==> config.mk <==
export PLATFORM = sky130hd
export DESIGN_NAME = bpa_controller
export DESIGN_NICKNAME = d
export VERILOG_FILES = /design/src/design/bpa_pkg.sv /design/src/design/bpa_controller.sv
export SDC_FILE = /design/constraint.sdc
export NUM_CORES = 1
export LEC_CHECK = 0
export ABC_AREA = 0
export BUFFER_PORTS_ARGS = -buffer_cell sky130_fd_sc_hd__buf_2
export CAP_MARGIN = 25
export CORE_AREA = 2 2 39 41
export DETAILED_ROUTE_END_ITERATION = 7
export DIE_AREA = 0 0 41 43
export PLACE_DENSITY = 0.64
export SLEW_MARGIN = 40
export SYNTH_ARGS = -nofsm -noshare
export SYNTH_HDL_FRONTEND = slang
export SYNTH_SLANG_ARGS = --single-unit
==> constraint.sdc <==
create_clock -name clk -period 3.1 [get_ports clk]
set_input_delay 0 -clock clk [delete_from_list [all_inputs] [get_ports clk]]
set_output_delay 0 -clock clk [all_outputs]
set_load 0.02 [all_outputs]
==> src/design/bpa_pkg.sv <==
package bpa_pkg;

  localparam int MAP_WORDS   = 128;
  localparam int WORD_BITS   = 32;
  localparam int TOTAL_PAGES = MAP_WORDS * WORD_BITS;
  localparam int WADDR_W     = $clog2(MAP_WORDS);
  localparam int BIT_W       = $clog2(WORD_BITS);
  localparam int PAGE_W      = 12;
  localparam int COUNT_W     = 13;
  localparam int STATUS_W    = 2;

  // a mixed word is scanned a chunk per cycle
  localparam int CHUNK_BITS  = 8;
  localparam int CHUNK_LOG   = $clog2(CHUNK_BITS);
  localparam int CHUNKS      = WORD_BITS / CHUNK_BITS;
  localparam int CHUNK_W     = $clog2(CHUNKS);

  localparam int IN_TDATA_W  = 32;
  localparam int IN_TUSER_W  = 1;
  localparam int OUT_TDATA_W = 32;

  // field positions in the packed buses
  localparam int IN_COUNT_LSB   = 0;
  localparam int IN_START_LSB   = COUNT_W;
  localparam int IN_USED_W      = COUNT_W + PAGE_W;
  localparam int OUT_STATUS_LSB = 0;
  localparam int OUT_START_LSB  = STATUS_W;
  localparam int OUT_FREE_LSB   = STATUS_W + PAGE_W;
  localparam int OUT_USED_W     = STATUS_W + PAGE_W + COUNT_W;

  typedef enum logic [STATUS_W-1:0] {
    ST_OK     = 2'd0,
    ST_NO_RUN = 2'd1,
    ST_BAD    = 2'd2
  } status_t;

  typedef enum logic {
    OP_ALLOC   = 1'b0,
    OP_RELEASE = 1'b1
  } op_t;

  typedef enum logic [2:0] {
    S_IDLE,
    S_CHECK,
    S_SRCH_RD,
    S_SRCH_EVAL,
    S_MARK_RD,
    S_MARK_WR,
    S_FINISH
  } state_t;

  typedef struct packed {
    logic    load_req;
    logic    srch_init;
    logic    rd_en;
    logic    rd_next;
    logic    srch_step;
    logic    mark_init;
    logic    mark_next;
    logic    wr_en;
    logic    status_we;
    status_t status;
    logic    finish;
  } dp_cmd_t;

  typedef struct packed {
    logic bad;
    logic is_release;
    logic hit;
    logic word_done;
    logic last_word;
    logic mark_last;
    logic out_free;
  } dp_sts_t;

endpackage

==> src/design/bpa_controller.sv <==
module bpa_controller (
  input  logic             clk,
  input  logic             rst_n,
  input  logic             in_tvalid,
  output logic             in_tready,
  input  bpa_pkg::dp_sts_t sts,
  output bpa_pkg::dp_cmd_t cmd
);

  bpa_pkg::state_t state_r;
  bpa_pkg::state_t state_nxt;

  always_ff @(posedge clk) begin
    if (!rst_n) begin
      state_r <= bpa_pkg::S_IDLE;
    end else begin
      state_r <= state_nxt;
    end
  end

  always_comb begin
    state_nxt  = state_r;
    in_tready  = 1'b0;
    cmd        = '0;
    cmd.status = bpa_pkg::ST_OK;
    unique case (state_r)
      bpa_pkg::S_IDLE: begin
        in_tready = 1'b1;
        if (in_tvalid) begin
          cmd.load_req = 1'b1;
          state_nxt    = bpa_pkg::S_CHECK;
        end
      end
      bpa_pkg::S_CHECK: begin
        if (sts.bad) begin
          cmd.status_we = 1'b1;
          cmd.status    = bpa_pkg::ST_BAD;
          state_nxt     = bpa_pkg::S_FINISH;
        end else if (sts.is_release) begin
          cmd.mark_init = 1'b1;
          cmd.status_we = 1'b1;
          cmd.status    = bpa_pkg::ST_OK;
          state_nxt     = bpa_pkg::S_MARK_RD;
        end else begin
          cmd.srch_init = 1'b1;
          state_nxt     = bpa_pkg::S_SRCH_RD;
        end
      end
      bpa_pkg::S_SRCH_RD: begin
        cmd.rd_en = 1'b1;
        state_nxt = bpa_pkg::S_SRCH_EVAL;
      end
      bpa_pkg::S_SRCH_EVAL: begin
        cmd.srch_step = 1'b1;
        if (sts.hit) begin
          cmd.mark_init = 1'b1;
          cmd.status_we = 1'b1;
          cmd.status    = bpa_pkg::ST_OK;
          state_nxt     = bpa_pkg::S_MARK_RD;
        end else if (sts.word_done) begin
          if (sts.last_word) begin
            cmd.status_we = 1'b1;
            cmd.status    = bpa_pkg::ST_NO_RUN;
            state_nxt     = bpa_pkg::S_FINISH;
          end else begin
            cmd.rd_en   = 1'b1;
            cmd.rd_next = 1'b1;
          end
        end
      end
      bpa_pkg::S_MARK_RD: begin
        cmd.rd_en = 1'b1;
        state_nxt = bpa_pkg::S_MARK_WR;
      end
      bpa_pkg::S_MARK_WR: begin
        cmd.wr_en = 1'b1;
        if (sts.mark_last) begin
          state_nxt = bpa_pkg::S_FINISH;
        end else begin
          cmd.mark_next = 1'b1;
          state_nxt     = bpa_pkg::S_MARK_RD;
        end
      end
      bpa_pkg::S_FINISH: begin
        if (sts.out_free) begin
          cmd.finish = 1'b1;
          state_nxt  = bpa_pkg::S_IDLE;
        end
      end
      default: begin
        state_nxt = bpa_pkg::S_IDLE;
      end
    endcase
  end

endmodule

==> impl_metrics.toml <==
[finish]
postLayoutCellArea_um2 = 488
area.sequential_um2 = 60.1
final-instance-count-excl-fill = 88
nNetsFinal = 83
multiInputGateArea_um2 = 258
drive_gt1_share_pct = 37.5
syn_to_final_growth_pct = 43.4
fillers = 167
largest_register = "state_r"
largest_reg_flops = 3
top_regs = "state_r (3)"
antennaDiodeCount = 0

[timing]
fin_crit_sh_pct = 52.4
postLayoutSetupSlackWorst_ns = 1.47
rsz0062_at_grt = "no"
setup_viol = 0
timing.fmax_mhz = 615
slew_headroom_pct = 65.9
slew_viol_final = 0
skew_ns = 0.00755
tns_ns = 0
tightest_slew_ns = 0.511
finalCriticalPeriod_ns = 1.63
hold_viol = 0

[yosys]
netlist.top_cell.by_area = "dfxtp_1"
syn_avg_cell_area_um2 = 6.95
yosysWarningCount = 0
synth-seq-cells = 3
synth_edf_count = 0
synth_ff_type = "dfxtp_1"
synthTopCellsByArea = "dfxtp_1, and2_1, nand2_1"
synth-simple-area-share_pct = 51.5
synth_compound_gate_area_share_pct = 24.3
synth-adder-area-share_pct = 0
synth_top_family_by_area = "simple AND/OR/NAND/NOR gates"
synth_commonest_cells = "nand2_1, nor2_1, and2_1"
synthArstFlopShare_pct = 0
synthXorXnorAreaFrac_pct = 0
synthCells = 49
synth_mux_area_share_pct = 0
syn_area_um2 = 340
synth_fp_nets = 59
yosysMostFrequentCell = "nand2_1"
synth-seq-area-share_pct = 17.6
yosysUniqueCellTypes = 23
synth_top_area_share_pct = 17.6

[floorplanning]
row_count = 14
initial_core_util_pct = 24.6
dieArea_um2 = 1760
die_h_um = 43
coreArea_um2 = 1380
die_w_um = 41
io_pins = 23

[placement]
placedCellCount = 83
pre_cts_slack_ns = 1.68
dpl_cell_area_um2 = 452
dpl.hpwl_um = 665
numPortBuffers = 22
routabilityCongestion = 0.773

[global_route]
grt_max_degree = 19
grt_usage_pct = 11.9
grt-ovfl-total = 0
antenna_found_initial = 0
grt_pass1_wl_um = 1520
grt_pass1_vias = 385

[clock_network]
cts_setup_buffers = 0
insertion_delay_ns = 0.24
cts_tree = "yes"
clock_sinks = 3
cts.reportedPaths.clkPinSlew_ns = 0.04
cts_resized = 0
cts_root_buf = "clkbuf_4"
cts.path.max_buffers = 2
htree_num_levels = 1
postCtsHoldBufs = 1
numCtsBuffers = 3

[setup_path]
reg2reg_slack_ns = 1.63
crit_slowest_cell = "dfxtp_1"
worstPathArrival_ns = 1.63
cp.required_ns = 3.10
slowest_delay_ns = 0.63
crit_fanout = 18
endpoint_kind = "output port"
crit_chain = "nor2b_1 > nand2_1 > nor2_1 > buf_2"
critPathKind = "reg2out"
critPathLaunchType = "flop"

[route]
dr.pass1.iters = 5
num_vias = 436
post_drt_wl_per_cell_um = 9.77
first_iter_violations = 5
wirelength_um = 860
drcViolationCount = 0
avgViaCountPerCell = 4.95
antenna_left = 0

[power_and_ir_drop]
p_leak_nw = 0.236
ir_worst_vdd_uv = 193
p_total_w = 0.000239
power_density_nw_per_um2 = 490

[outcome]
status = "completed"

[run]
drv_cap = 0

[hold_path]
hp-class = "in2reg"
metrics by stage:
| stage | hold WS, ns | utilization, % |
|---|---|---|
| floorplan | 0.0824 | - |
| global placement | 0.218 | 32.6 |
| detailed placement | 0.224 | 32.6 |
| CTS | 0.141 | 35.3 |
| global route | 0.176 | 35.3 |
| finish | 0.152 | 35.3 |
kinds of logic after synthesis:
| family | after synthesis |
|---|---|
| and+or+nand+nor | 31 |
| AOI/OAI and AO/OA | 10 |
| buffers and inverters | 5 |
| DFF | 3 |
layer usage:
| layer | up-vias | GRT usage, % | part of all wire [%] |
|---|---|---|---|
| met4 | 0 | 4.00 | 0 |
| li1 | 226 | - | - |
| met2 | 17 | 17.2 | 50 |
| met1 | 193 | 16.6 | 42 |
| met3 | 0 | 3.14 | 7.1 |
| met5 | - | 0 | 0 |
where the power goes:
group | internal [W] | switching (W)
registers | 0.0000452 | 0.0000217
logic | 0.0000453 | 0.0000548
clock network | 0.0000485 | 0.0000234
total | 0.000139 | 0.0000999
cells in the final DEF, fill, tap and decap left out, drive strengths merged:
cell / Yosys / layout
nor3b: 1 / 1
and2: 4 / 4
inv: 1 / 1
nor3: 3 / 3
clkbuf: 1 / 4
a221oi: 2 / 2
dlygate4sd3: 0 / 1
o22ai: 1 / 1
a211oi: 1 / 1
dfxtp: 3 / 3
or3: 1 / 1
nor4: 2 / 2
a22o: 1 / 1
o21a: 2 / 2
buf: 3 / 22
a31oi: 1 / 1
nor2: 5 / 5
and4b: 2 / 2
nor2b: 3 / 3
nand2: 6 / 6
nor4bb: 1 / 1
o21ai: 2 / 2
nand2b: 3 / 3
layout make-up:
class                           count  area share (%)
Clock buffer                        4            5.38
Tap cell                           16            4.10
Inverter                            1           0.769
Timing Repair Buffer               23            24.6
Sequential cell                     3            12.3
Multi-Input combinational cell     41            52.8
path summary, 6_finish.rpt:
check,startpoint,to,depth (start not counted)
setup / recovery,state_r[1],cmd[8],4
hold / removal,sts[4],state_r[0],4
setup reg to reg,state_r[1],state_r[1],3
hold reg to reg,state_r[2],state_r[0],1
worst max-delay path: cells and delay by family, from the launching register on:
| family | cells | cell delay, ns |
|---|---|---|
| buffers and inverters | 1 | 0.17 |
| DFF | 1 | 0.63 |
| and+or+nand+nor | 3 | 0.59 |
Note: power is estimated with default switching activity, not from simulation.
